### src/wspm_pkg.sv
package wspm_pkg;

    localparam int PERIOD_W   = 32;
    localparam int TRIG_W     = 8;
    localparam int DEN_W      = PERIOD_W + TRIG_W;
    localparam int US_W       = 20;
    localparam int US_PER_SEC = 1000000;
    localparam int SPEED_W    = 28;
    localparam int CFG_IDX_W  = 1;
    localparam int CFG_DATA_W = 32;

    localparam int FRAC_BITS_DEF = 8;

    localparam logic [CFG_IDX_W-1:0] REG_TRIGGERS_PER_REV = 1'b0;
    localparam logic [CFG_IDX_W-1:0] REG_TIMEOUT_US       = 1'b1;

    localparam logic [TRIG_W-1:0]   TRIG_RESET    = 8'd1;
    localparam logic [PERIOD_W-1:0] TIMEOUT_RESET = 32'd1000000;

    typedef enum logic [1:0] {
        S_IDLE,
        S_MUL,
        S_DIV,
        S_FIN
    } t_state;

    typedef struct packed {
        logic busy;
        logic done;
    } t_unit_status;

endpackage

### src/wspm_mul.sv
module wspm_mul (
    input  logic                              i_clk,
    input  logic                              i_rst_n,
    input  logic                              i_start,
    input  logic [wspm_pkg::PERIOD_W-1:0]     i_period,
    input  logic [wspm_pkg::TRIG_W-1:0]       i_trig,
    output logic [wspm_pkg::DEN_W-1:0]        o_product,
    output wspm_pkg::t_unit_status            o_status
);
    import wspm_pkg::*;

    localparam int CNT_W = $clog2(TRIG_W);

    logic [DEN_W-1:0]  r_acc;
    logic [DEN_W-1:0]  r_mcand;
    logic [TRIG_W-1:0] r_mplier;
    logic [CNT_W-1:0]  r_cnt;
    logic              r_busy;
    logic              r_done;

    // one multiplier bit per cycle, lsb first
    always_ff @(posedge i_clk) begin
        if (i_start) begin
            r_acc    <= '0;
            r_mcand  <= DEN_W'(i_period);
            r_mplier <= i_trig;
        end else if (r_busy) begin
            if (r_mplier[0]) begin
                r_acc <= r_acc + r_mcand;
            end
            r_mcand  <= {r_mcand[DEN_W-2:0], 1'b0};
            r_mplier <= {1'b0, r_mplier[TRIG_W-1:1]};
        end
    end

    always_ff @(posedge i_clk) begin
        if (!i_rst_n) begin
            r_busy <= 1'b0;
            r_done <= 1'b0;
            r_cnt  <= '0;
        end else begin
            r_done <= 1'b0;
            if (i_start) begin
                r_busy <= 1'b1;
                r_cnt  <= '0;
            end else if (r_busy) begin
                r_cnt <= r_cnt + 1'b1;
                if (r_cnt == CNT_W'(TRIG_W - 1)) begin
                    r_busy <= 1'b0;
                    r_done <= 1'b1;
                end
            end
        end
    end

    assign o_product     = r_acc;
    assign o_status.busy = r_busy;
    assign o_status.done = r_done;

endmodule

### src/wspm_div.sv
module wspm_div #(
    parameter int NUM_W = wspm_pkg::US_W + wspm_pkg::FRAC_BITS_DEF
) (
    input  logic                          i_clk,
    input  logic                          i_rst_n,
    input  logic                          i_start,
    input  logic [NUM_W-1:0]              i_num,
    input  logic [wspm_pkg::DEN_W-1:0]    i_den,
    output logic [NUM_W-1:0]              o_quo,
    output wspm_pkg::t_unit_status        o_status
);
    import wspm_pkg::*;

    localparam int CNT_W = $clog2(NUM_W);

    logic [DEN_W-1:0] r_rem;
    logic [DEN_W-1:0] r_den;
    logic [NUM_W-1:0] r_q;
    logic [CNT_W-1:0] r_cnt;
    logic             r_busy;
    logic             r_done;

    logic [DEN_W:0]   trial;
    logic [DEN_W:0]   diff;
    logic             ge;

    // restoring division, one quotient bit per cycle; numerator shifts out as quotient shifts in
    always_comb begin
        trial = {r_rem, r_q[NUM_W-1]};
        diff  = trial - {1'b0, r_den};
        ge    = (trial >= {1'b0, r_den});
    end

    always_ff @(posedge i_clk) begin
        if (i_start) begin
            r_rem <= '0;
            r_den <= i_den;
            r_q   <= i_num;
        end else if (r_busy) begin
            r_rem <= ge ? diff[DEN_W-1:0] : trial[DEN_W-1:0];
            r_q   <= {r_q[NUM_W-2:0], ge};
        end
    end

    always_ff @(posedge i_clk) begin
        if (!i_rst_n) begin
            r_busy <= 1'b0;
            r_done <= 1'b0;
            r_cnt  <= '0;
        end else begin
            r_done <= 1'b0;
            if (i_start) begin
                r_busy <= 1'b1;
                r_cnt  <= '0;
            end else if (r_busy) begin
                r_cnt <= r_cnt + 1'b1;
                if (r_cnt == CNT_W'(NUM_W - 1)) begin
                    r_busy <= 1'b0;
                    r_done <= 1'b1;
                end
            end
        end
    end

    assign o_quo         = r_q;
    assign o_status.busy = r_busy;
    assign o_status.done = r_done;

endmodule

### src/wheel_speed_period_meter_unit.sv
// when not timed out, an accepted tick runs through the serial multiplier (S_MUL)
//   and then the serial divider (S_DIV) before S_FIN loads the result
// timed-out ticks skip both and go straight to S_FIN, which loads a zero result
// ticks are taken one at a time, a new one only back in S_IDLE; a stalled result holds the next
// reset: synchronous active low; count and stamps clear, triggers 1, timeout 1000000
module wheel_speed_period_meter_unit #(
    parameter int FRAC_BITS = wspm_pkg::FRAC_BITS_DEF
) (
    input  logic                              i_clk,
    input  logic                              i_rst_n,
    input  logic                              i_cfg_we,
    input  logic [wspm_pkg::CFG_IDX_W-1:0]    i_cfg_idx,
    input  logic [wspm_pkg::CFG_DATA_W-1:0]   i_cfg_data,
    input  logic                              i_in_valid,
    output logic                              o_in_stall,
    input  logic                              i_edge_seen,
    output logic                              o_out_valid,
    input  logic                              i_out_stall,
    output logic [wspm_pkg::SPEED_W-1:0]      o_speed_rps_q8,
    output logic                              o_timed_out
);
    import wspm_pkg::*;

    localparam int NUM_W = US_W + FRAC_BITS;
    localparam logic [NUM_W-1:0] NUM_VAL = NUM_W'(US_PER_SEC) << FRAC_BITS;
    localparam logic [63:0] NUM_64    = 64'(US_PER_SEC) << FRAC_BITS;
    localparam logic [63:0] FIELD_MAX = (64'd1 << SPEED_W) - 64'd1;
    localparam logic [63:0] SPEED_MAX = (NUM_64 > FIELD_MAX) ? FIELD_MAX : NUM_64;

    t_state r_state, n_state;

    logic [TRIG_W-1:0]   r_trig;
    logic [PERIOD_W-1:0] r_timeout;
    logic [PERIOD_W-1:0] r_now;
    logic [PERIOD_W-1:0] r_prev;
    logic [PERIOD_W-1:0] r_curr;
    logic                r_tout;

    logic                r_out_valid;
    logic [SPEED_W-1:0]  r_speed;
    logic                r_out_tout;

    logic                accept;
    logic [PERIOD_W-1:0] n_prev;
    logic [PERIOD_W-1:0] n_curr;
    logic [PERIOD_W-1:0] period;
    logic [PERIOD_W-1:0] since;
    logic                tout_now;

    logic                mul_start;
    logic                div_start;
    logic                load_out;
    logic                out_free;
    logic [DEN_W-1:0]    product;
    logic [NUM_W-1:0]    quo;
    logic [63:0]         quo_64;
    logic [SPEED_W-1:0]  speed_sat;
    t_unit_status        mul_st;
    t_unit_status        div_st;

    assign accept   = i_in_valid && !o_in_stall;
    assign out_free = !r_out_valid || !i_out_stall;

    // the edge moves the stamps before the result is worked out
    always_comb begin
        n_prev   = i_edge_seen ? r_curr : r_prev;
        n_curr   = i_edge_seen ? r_now  : r_curr;
        period   = n_curr - n_prev;
        since    = r_now - n_prev;
        tout_now = (since >= r_timeout);
    end

    always_ff @(posedge i_clk) begin
        if (!i_rst_n) begin
            r_trig    <= TRIG_RESET;
            r_timeout <= TIMEOUT_RESET;
        end else if (i_cfg_we) begin
            case (i_cfg_idx)
                REG_TRIGGERS_PER_REV: r_trig    <= i_cfg_data[TRIG_W-1:0];
                REG_TIMEOUT_US:       r_timeout <= i_cfg_data[PERIOD_W-1:0];
                default: ;
            endcase
        end
    end

    always_ff @(posedge i_clk) begin
        if (!i_rst_n) begin
            r_now  <= '0;
            r_prev <= '0;
            r_curr <= '0;
            r_tout <= 1'b0;
        end else if (accept) begin
            r_now  <= r_now + 1'b1;
            r_prev <= n_prev;
            r_curr <= n_curr;
            r_tout <= tout_now;
        end
    end

    always_ff @(posedge i_clk) begin
        if (!i_rst_n) begin
            r_state <= S_IDLE;
        end else begin
            r_state <= n_state;
        end
    end

    always_comb begin
        n_state = r_state;
        case (r_state)
            S_IDLE: begin
                if (accept) begin
                    n_state = tout_now ? S_FIN : S_MUL;
                end
            end
            S_MUL: begin
                if (mul_st.done) begin
                    n_state = S_DIV;
                end
            end
            S_DIV: begin
                if (div_st.done) begin
                    n_state = S_FIN;
                end
            end
            S_FIN: begin
                if (out_free) begin
                    n_state = S_IDLE;
                end
            end
            default: n_state = S_IDLE;
        endcase
    end

    always_comb begin
        o_in_stall = 1'b1;
        mul_start  = 1'b0;
        div_start  = 1'b0;
        load_out   = 1'b0;
        case (r_state)
            S_IDLE: begin
                o_in_stall = 1'b0;
                mul_start  = accept && !tout_now;
            end
            S_MUL:   div_start = mul_st.done;
            S_DIV:   ;
            S_FIN:   load_out  = out_free;
            default: ;
        endcase
    end

    wspm_mul u_mul (
        .i_clk     (i_clk),
        .i_rst_n   (i_rst_n),
        .i_start   (mul_start),
        .i_period  (period),
        .i_trig    (r_trig),
        .o_product (product),
        .o_status  (mul_st)
    );

    wspm_div #(
        .NUM_W (NUM_W)
    ) u_div (
        .i_clk    (i_clk),
        .i_rst_n  (i_rst_n),
        .i_start  (div_start),
        .i_num    (NUM_VAL),
        .i_den    (product),
        .o_quo    (quo),
        .o_status (div_st)
    );

    // a zero divisor leaves an all-ones quotient, which saturates like any overflow
    always_comb begin
        quo_64    = 64'(quo);
        speed_sat = (quo_64 > SPEED_MAX) ? SPEED_MAX[SPEED_W-1:0] : quo_64[SPEED_W-1:0];
    end

    always_ff @(posedge i_clk) begin
        if (load_out) begin
            r_speed    <= r_tout ? '0 : speed_sat;
            r_out_tout <= r_tout;
        end
    end

    always_ff @(posedge i_clk) begin
        if (!i_rst_n) begin
            r_out_valid <= 1'b0;
        end else if (load_out) begin
            r_out_valid <= 1'b1;
        end else if (!i_out_stall) begin
            r_out_valid <= 1'b0;
        end
    end

    assign o_out_valid    = r_out_valid;
    assign o_speed_rps_q8 = r_speed;
    assign o_timed_out    = r_out_tout;

endmodule
### config.mk
export PLATFORM = sky130hd
export DESIGN_NAME = wheel_speed_period_meter_unit
export DESIGN_NICKNAME = d
export VERILOG_FILES = /design/src/wspm_pkg.sv /design/src/wspm_mul.sv /design/src/wspm_div.sv /design/src/wheel_speed_period_meter_unit.sv
export SDC_FILE = /design/constraint.sdc
export NUM_CORES = 1
export LEC_CHECK = 0
export ABC_CLOCK_PERIOD_IN_PS = 6800
export BUFFER_PORTS_ARGS = -buffer_cell sky130_fd_sc_hd__buf_2
export CORE_MARGIN = 10
export CORE_UTILIZATION = 45
export CTS_BUF_LIST = sky130_fd_sc_hd__clkbuf_4
export DETAILED_ROUTE_END_ITERATION = 7
export GPL_TIMING_DRIVEN = 1
export PLACE_DENSITY = 0.71
export SYNTH_ARGS = -nofsm -noshare
export SYNTH_HDL_FRONTEND = slang
export SYNTH_SLANG_ARGS = --single-unit
### constraint.sdc
create_clock -name i_clk -period 6.8 [get_ports i_clk]
set_input_delay 0.34 -clock i_clk [delete_from_list [all_inputs] [get_ports i_clk]]
set_output_delay 0.34 -clock i_clk [all_outputs]
set_load 0.1 [all_outputs]
; ---- Yosys cells after proc, flatten, opt, wreduce, memory -nomap -nowiden
; Cells that the tools add are included.
[classes]
n_addsub = 7
order_cmp = 3
eq_ne = 10
muxes = 28
n_bitwise = 4
reduce_logical = 17
[ops]
columns = cell, count
row1 = $mux 32, 4
row2 = $sub 32x32->32, 2
row3 = $ge 41x40->1, 1
row4 = $add 40x40->40, 1
row5 = $mux 40, 1
row6 = $sub 40x40->40, 1
row7 = $add 32x1->32 const B, 1
row8 = $ge 32x32->1, 1
row9 = $gt 28x28->1 const B, 1
row10 = $mux 28, 1
row11 = $mux 8, 2
row12 = $mux 1, 14
row13 = $mux 2, 5
row14 = $pmux 2 s4, 1
row15 = $ne 2x1->1 const B, 3
row16 = $reduce_and 2->1, 3
row17 = $reduce_or 2->1, 3
row18 = $reduce_or 3->1, 2
row19 = $add 5x1->5 const B, 1
row20 = $eq 5x5->1 const B, 1
row21 = $eq 2x2->1 const B, 2
row22 = $ne 2x2->1 const B, 2
row23 = $not 1->1, 4
row24 = $reduce_and 4->1, 1
row25 = 8 further kinds, 11
[word_totals]
reg_bits = 377
input_bits = 39

; ---- Depth between registers and ports, before layout
; Gate-level depths: netlist (run 1).
[logic_depth]
word_depth = 7
ltp_mapped = 26
depth_no_buf = 22

; ---- By module
; A second synthesis (run 1) with hierarchy kept.
[unflattened]
hier_cells = 2545
area_unflattened_um2 = 23452.5
[modules_own_cells]
columns = module, instances, cells_per_inst, area_per_inst_um2
row1 = wheel_speed_period_meter_unit, 1, 1242, 10855.4
row2 = wspm_div, 1, 671, 6794.0
row3 = wspm_mul, 1, 632, 5803.1

; ---- Least setup slack after synthesis (run 1)
; Ideal clock, no wire load.
[synth_timing]
path_type = input -> register
startpoint = input port i_edge_seen
endpoint = register u_mul.r_mcand[0] (enable)
t_arrival_ns = 6.507
required_time_ns = 6.264
path_slack_ns = -0.243
path_stages = 24
n_path_buf = 5
cell_sequence = clkbuf_1 > clkbuf_1 > clkbuf_1 > mux2i_1 > ha_1 > a211oi_1 > o21ai_1 > a31oi_1 > o32ai_1 > a221o_1 > nor4_1 > nor3_1 > a2111oi_2 > a21oi_1 > xor2_1 > ha_1 > nand4_1 > nor4_1 > nand2_1 > o21ai_1 > or3_1 > clkbuf_1 > clkbuf_1 > nand2b_1
[synth_via]
elab_chain_len = 7
[synth_rtl]
columns = element, line
row1 = "start, declared", wheel_speed_period_meter_unit.sv:16  ; input logic i_edge_seen,
row2 = $mux 32, wheel_speed_period_meter_unit.sv:66  ; n_prev = i_edge_seen ? r_curr : r_prev;
row3 = $sub 32x32->32, wheel_speed_period_meter_unit.sv:69  ; since = r_now - n_prev;
row4 = $ge 32x32->1, wheel_speed_period_meter_unit.sv:70  ; tout_now = (since >= r_timeout);
row5 = $logic_not 1->1, wheel_speed_period_meter_unit.sv:143  ; mul_start = accept && !tout_now;
row6 = $logic_and 1x1->1, wheel_speed_period_meter_unit.sv:143
row7 = $mux 1, wheel_speed_period_meter_unit.sv:140  ; case (r_state)
row8 = $reduce_bool 2->1 (no line), --
row9 = "end signal, assigned", wspm_mul.sv:25  ; r_mcand <= DEN_W'(i_period);
row10 = "end signal, assigned", wspm_mul.sv:31  ; r_mcand <= {r_mcand[DEN_W-2:0], 1'b0};
row11 = "end, declared", wspm_mul.sv:15  ; logic [DEN_W-1:0] r_mcand;
; No other way between the ends.
; A chain may end at the register's enable or synchronous reset.

; ---- Worst setup path in the final report (run 1)
[layout_timing]
startpoint = input port i_edge_seen
endpoint = register u_mul.r_mcand[8], data pin
[layout_via]
elab_chain_len = 7
word_cells_on_any_way = 9
classes_between = 2 x add/sub / 1 x order compare / 4 x mux / 2 x reduce/logical
[layout_rtl]
columns = element, line
row1 = $mux 32, wheel_speed_period_meter_unit.sv:66
row2 = $sub 32x32->32, wheel_speed_period_meter_unit.sv:69
row3 = $ge 32x32->1, wheel_speed_period_meter_unit.sv:70
row4 = $logic_not 1->1, wheel_speed_period_meter_unit.sv:143
row5 = $logic_and 1x1->1, wheel_speed_period_meter_unit.sv:143
row6 = $mux 1, wheel_speed_period_meter_unit.sv:140
row7 = $mux 32 (*), wspm_mul.sv:23  ; if (i_start) begin
; Mark *: on every way between the ends. The rest lies on a longest branch, timed or not.

==> impl_metrics.toml, run 1 <==
[outcome]
status = "finished, final reports clean"

[sta]
clock-skew-final_ns = 0.0447
relSlewSlack_pct = 23.1
tns_ns = 0
worst_pin_slew_ns = 1.15
hold_viol_final = 0
fmax_mhz = 154
finalCritPeriodShare_pct = 95.3
worst_hold_slack_ns = 0.104
slew_viol_final = 0
setup_viol = 0
min_period_ns = 6.48
rsz0062_at_grt = "false"
fin_ws_ns = 0.318

[synthesis]
syn_area_mm2 = 0.0227
yosysUniqueCellTypes = 70
syn_avg_cell_area_um2 = 8.69
ys.warnings.count = 0
synth_nets = 2833
synthFlopType = "dfxtp_1"
async_flop_share_pct = 0
ys_ff_latch = 377
seq_area_frac_synth_pct = 38.1
syn_inst = 2607
synth-edff-count = 109

[drt]
wl_um = 53200
routed_via_density = 5.43
first_pass_iters = 6
ant_nets = 0
num_vias = 18900
drcViolationCount = 0
wl_per_cell_um = 15.3
drt_iter0_drc = 1170

[die]
core-area_mm2 = 0.0500
die_w_um = 244
num_rows = 82
io_pins = 70
dieHeight_um = 244
die_area_mm2 = 0.0597
initial_core_util_pct = 45.3

[critical_path]
worstSetupEndpointType = "flop"
crit_chain = "dlygate4sd3_1, buf_2, buf_12, mux2i_1, ha_1, o21ai_0, o21ai_1, a31oi_1, o32ai_1, a221o_1, nor4_1, nor3_1, a2111oi_2, a21oi_1, xor2_1, ha_1, nand4_1, nor4_1, nand2_1, o21ai_1, or3_2, buf_12, o21ai_0"
crit_buf_inv = 4
max_stage_delay_ns = 0.57
worst-endpoint-arrival_ns = 7.06
path_delay_family = "compound AO/OA/AOI/OAI gates"
critical_path_required_ns = 7.37
critPathLaunchType = "input pin"
path_class = "input pin to flop"
slowest_stage = "dlygate4sd3_1"
worstPathMaxFanout = 63

[pwr]
power.density_mw_per_mm2 = 357
leakage_uw = 0.0108
peakVddDrop_v = 0.000173

[clocking]
htree_levels = 3
clock-sinks = 377
cts_setup_buffers = 0
clockBufferDepth = 3
worstSkewPairLatency_ns = 0.87
root_buffer = "clkbuf_4"
path_clk_slew_ns = 0.06
cts_made_buffers = 98
cts_tree = "done"

[cells_and_area]
layout.nets = 2954
instances_no_fill = 3485
layout-area-overhead-vs-synth_pct = 12.4
multi_input_comb_area_mm2 = 0.0132
final-seq-area_mm2 = 0.00864
final_core_util_pct = 51.0
fillers = 4619
drive_gt1_share_pct = 10.7

[hold_path]
worstHoldPathType = "input pin to flop"

[grt]
gr-total-overflow = 0
track_usage_pct = 17.5
grt_start_max_net_pins = 110
antenna_found_initial = 2
grt_pass1_vias = 18600
grt_pass1_wl_um = 89300

[placed_design]
placed_cells = 3248
gp_congestion = 0.885
dp_hpwl_um = 38200
dp_slack_ns = 0.171
io_buffers = 69

[flow_run]
cap_violations = 0
==> synthesized netlist by cell type (all sizes together) (21+ instances only) <==
| cell | count | area share, % |
|---|---|---|
| a211oi | 49 | 1.6 |
| a21o | 90 | 3.0 |
| a21oi | 245 | 5.4 |
| and2 | 37 | 1.0 |
| and3 | 21 | 0.58 |
| clkbuf | 102 | 1.7 |
| dfxtp | 268 | 24 |
| edfxtp | 109 | 14 |
| ha | 183 | 10 |
| inv | 111 | 1.8 |
| mux2 | 30 | 1.5 |
| mux2i | 97 | 4.3 |
| nand2 | 270 | 4.5 |
| nand3 | 45 | 0.99 |
| nand4 | 35 | 0.97 |
| nor2 | 265 | 4.4 |
| nor2b | 26 | 0.72 |
| nor3 | 55 | 1.2 |
| o211ai | 27 | 0.89 |
| o21a | 27 | 0.89 |
| o21ai | 146 | 3.2 |
| o21bai | 28 | 0.93 |
| xnor2 | 85 | 3.3 |
| xor2 | 54 | 2.1 |
==> final cells by class <==
type                       count  area share [%]
antenna                        6          0.0590
clock buffer                 150            4.42
clock inverter                29           0.811
inverter                     112            1.66
multi-input combinational   1998            51.7
sequential                   377            33.9
tap                          672            3.30
timing repair buffer         141            4.14
==> logic make-up (layout without fill, tap and decap cells) <==
kind of cell,Yosys count,in the layout,synth area share [%]
compound gates,719,719,19.9
xor+xnor,139,139,5.37
fa+ha+maj,187,187,10.5
buf+inv,232,432,3.91
flops,377,377,38.1
mux,127,127,5.78
other cells,0,6,0
simple gates,826,826,16.5
==> worst register-to-register path, delay by kind of cell (launching register included) <==
kind / cells / cell delay [ns]
fa+ha+maj: 3 / 0.88
compound gates: 9 / 2.57
flops: 1 / 0.35
xor+xnor: 1 / 0.17
simple gates: 6 / 1.61
mux: 1 / 0.19
buf+inv: 2 / 0.31
==> sequential cells by signal, summed over array words and instances (netlist names), 5 cells and up <==
| register | count |
|---|---|
| u_mul.o_product | 40 |
| u_div.r_rem | 40 |
| o_speed_rps_q8 | 28 |
| r_now | 32 |
| r_trig | 8 |
| u_div.o_quo | 28 |
| u_div.r_den | 40 |
| r_timeout | 32 |
| r_curr | 32 |
| u_mul.r_mcand | 40 |
| r_prev | 32 |
| u_mul.r_mplier | 8 |
| u_div.r_cnt | 5 |
==> power by group <==
part / total [uW] / switching [uW] / internal, uW
Sequential: 3000 / 284 / 2710
Combinational: 4030 / 2350 / 1680
Clock: 2060 / 937 / 1120
Total: 9080 / 3570 / 5510
==> worst paths after layout <==
path / start / endpoint / slack (ns) / cells after the start
max: i_edge_seen / u_mul.r_mcand[8] / 0.32 / 23
min: i_in_valid / r_tout / 0.10 / 4
max reg2reg: r_curr[0] / u_mul.r_mcand[8] / 0.46 / 22
min reg2reg: r_timeout[25] / r_timeout[25] / 0.46 / 2
==> metrics by stage <==
step                total power (uW)  instance area (um2)
finish                          9080                25500
global route                    9790                25500
CTS                             9120                25500
detailed placement              6990                23600
global placement                6870                23600
floorplan                       6160                22700
==> cells in the final DEF, fill, tap and decap left out, types with 45 or more instances in the layout <==
| master | Yosys | routed |
|---|---|---|
| xor2_1 | 54 | 54 |
| nor3_1 | 55 | 54 |
| buf_2 | 3 | 69 |
| inv_1 | 111 | 110 |
| clkbuf_4 | 0 | 150 |
| xnor2_1 | 85 | 85 |
| o21ai_0 | 129 | 129 |
| nand2_1 | 270 | 269 |
| a21o_1 | 90 | 90 |
| a21oi_1 | 245 | 245 |
| nor2_1 | 265 | 265 |
| a211oi_1 | 49 | 49 |
| nand3_1 | 45 | 45 |
| dlygate4sd3_1 | 0 | 52 |
| mux2i_1 | 97 | 97 |
| edfxtp_1 | 109 | 109 |
| ha_1 | 183 | 183 |
| dfxtp_1 | 268 | 267 |
==> per-layer routing <==
metal | up-vias | global-route usage, % | share of wire, %
met1 | 8796 | 22.5 | 47
met2 | 364 | 28.6 | 46
li1 | 9671 | - | -
met5 | - | 0 | 0
met3 | 104 | 3.65 | 4.2
met4 | 0 | 6.52 | 2.4
==> repair_timing <==
item,CTS,global route
hold endpoints to repair,44,0
hold buffers,52,0
setup endpoints to repair,0,0
resized for setup,0,0
(Power assumes the default switching activity.)
==> inputs of run 2 (changes only) <==
--- a/config.mk
+++ b/config.mk
@@ -13,4 +13,5 @@
 export DETAILED_ROUTE_END_ITERATION = 7
 export GPL_TIMING_DRIVEN = 1
+export HOLD_SLACK_MARGIN = 0.03
 export PLACE_DENSITY = 0.71
 export SYNTH_ARGS = -nofsm -noshare
==> constraint.sdc (replaced) <==
create_clock -name i_clk -period 6.8 [get_ports i_clk]
set_input_delay 0.34 -clock i_clk [delete_from_list [all_inputs] [get_ports i_clk]]
set_output_delay 0.34 -clock i_clk [all_outputs]
set_load 0.05 [all_outputs]
==> run 2 against run 1 <==
Compared with the run above:
- power is 0.80% lower
- register-to-register slack hardly changed
- first-iteration DRC count is 1.1% higher
- core utilization is 0.14 points higher
- via count is 0.35% higher
- wire length is 0.26% lower
- largest cell class unchanged
- die area stayed put
- final area is 0.27% higher
- global-route usage hardly changed
- hold slack worse by 0.00071 ns
- critical path depth stayed put
- non-clock buffer count is 7 higher
==> impl_metrics.toml, run 2 (synthesis results as in run 1) <==
[clocking]
clockBufferDepth = 3
root_buffer = "clkbuf_4"
htree_levels = 3
cts_setup_buffers = 0
cts_made_buffers = 98
clock-sinks = 377
cts_tree = "done"
worstSkewPairLatency_ns = 0.87
path_clk_slew_ns = 0.06

[cells_and_area]
final_common_cell = "nand2_1"
fillers = 4612
drive_gt1_share_pct = 10.7
layout-area-overhead-vs-synth_pct = 12.7
final_cell_mix = "nand2_1, dfxtp_1, nor2_1, a21oi_1, ha_1"
layout.nets = 2961

[critical_path]
path_class = "input pin to flop"
worstPathMaxFanout = 63
critPathLaunchType = "input pin"
worst-endpoint-arrival_ns = 7.04
critical_path_required_ns = 7.37
worstSetupEndpointType = "flop"

[die]
dieHeight_um = 244
die_area_mm2 = 0.0597
core-area_mm2 = 0.0500
die_w_um = 244
initial_core_util_pct = 45.3
num_rows = 82
io_pins = 70

[grt]
antenna_found_initial = 2
grt_pass1_vias = 18600
grt_pass1_wl_um = 89300
gr-total-overflow = 0
track_usage_pct = 17.5
grt_start_max_net_pins = 110

[placed_design]
dp_hpwl_um = 38200
io_buffers = 69
gp_congestion = 0.885

[drt]
drt_iter0_drc = 1183
m1WireLength_um = 25100
drcViolationCount = 0
wl_met2_um = 24500
top_layer_used = "met4"
first_pass_iters = 5
wl_per_cell_um = 15.2
wl_um = 53100
routed_via_density = 5.44
ant_nets = 0
route.met3.wl_um = 2210
num_vias = 19000

[sta]
hold_viol_final = 0
worst_pin_slew_ns = 1.15
clock-skew-final_ns = 0.0508
min_period_ns = 6.47
setup_viol = 0
slew_viol_final = 0
tns_ns = 0
fmax_mhz = 155
rsz0062_at_grt = "false"
finalCritPeriodShare_pct = 95.1
worst_hold_slack_ns = 0.103
relSlewSlack_pct = 23.2

[pwr]
power.density_mw_per_mm2 = 353
peakVddDrop_v = 0.000176
leakage_uw = 0.0109

[flow_run]
cap_violations = 0

[hold_path]
worstHoldPathType = "input pin to flop"

[outcome]
status = "finished, final reports clean"
==> run 2: power by group <==
| group | switching (uW) | total (uW) | internal, uW |
|---|---|---|---|
| Clock | 939 | 2060 | 1120 |
| Combinational | 2270 | 3950 | 1680 |
| Sequential | 284 | 3000 | 2710 |
==> run 2: cell type report <==
cell class	instances	area, um2	share of cell area, %
antenna	5	12.5	0.0490
clock buffer	150	1130	4.41
clock inverter	29	206	0.808
inverter	112	422	1.65
multi-input combinational	1998	13200	51.5
sequential	377	8640	33.8
tap	672	841	3.29
timing repair buffer	148	1120	4.40
==> run 2: repair_timing <==
item,4_1_cts,5_1_grt
resized for setup,0,0
endpoints found under the hold margin,47,0
hold buffers,59,0
==> run 2: path summary, 6_finish.rpt <==
path | to | cells past startpoint | slack (ns) | start
setup reg to reg | u_mul.r_mcand[8] | 22 | 0.47 | r_curr[0]
hold reg to reg | r_timeout[25] | 2 | 0.46 | r_timeout[25]
setup / recovery | u_mul.r_mcand[8] | 23 | 0.33 | i_edge_seen
hold / removal | r_tout | 4 | 0.10 | i_in_valid
==> run 2: critical path, stage by stage <==
cell,delay [ns]
dlygate4sd3_1,0.56
buf_2,0.25
buf_12,0.35
mux2i_1,0.47
ha_1,0.36
o21ai_0,0.14
o21ai_1,0.17
a31oi_1,0.38
o32ai_1,0.18
a221o_1,0.35
nor4_1,0.49
nor3_1,0.15
a2111oi_2,0.47
a21oi_1,0.14
xor2_1,0.16
ha_1,0.30
nand4_1,0.13
nor4_1,0.38
nand2_1,0.10
o21ai_1,0.38
or3_2,0.36
buf_12,0.26
o21ai_0,0.12
==> run 2: routing by layer <==
metal | global-route usage, % | vias up
met4 | 6.52 | 0
met2 | 28.6 | 368
li1 | - | 9683
met5 | 0 | -
met1 | 22.5 | 8840
met3 | 3.65 | 110
==> run 2: through the flow <==
step / std cells / setup slack, ns / cell area, um2 / total power, uW / util (%)
after CTS: 3486 / 0.490 / 25500 / 9040 / 51.1
after global routing: 3490 / 0.0660 / 25500 / 9720 / 51.1
final: 3491 / 0.335 / 25500 / 9010 / 51.1
after global placement: 3248 / 0.468 / 23600 / 6790 / 47.2
after floorplan: 2607 / 0.151 / 22700 / 6080 / -
after detailed placement: 3248 / 0.171 / 23600 / 6910 / 47.2
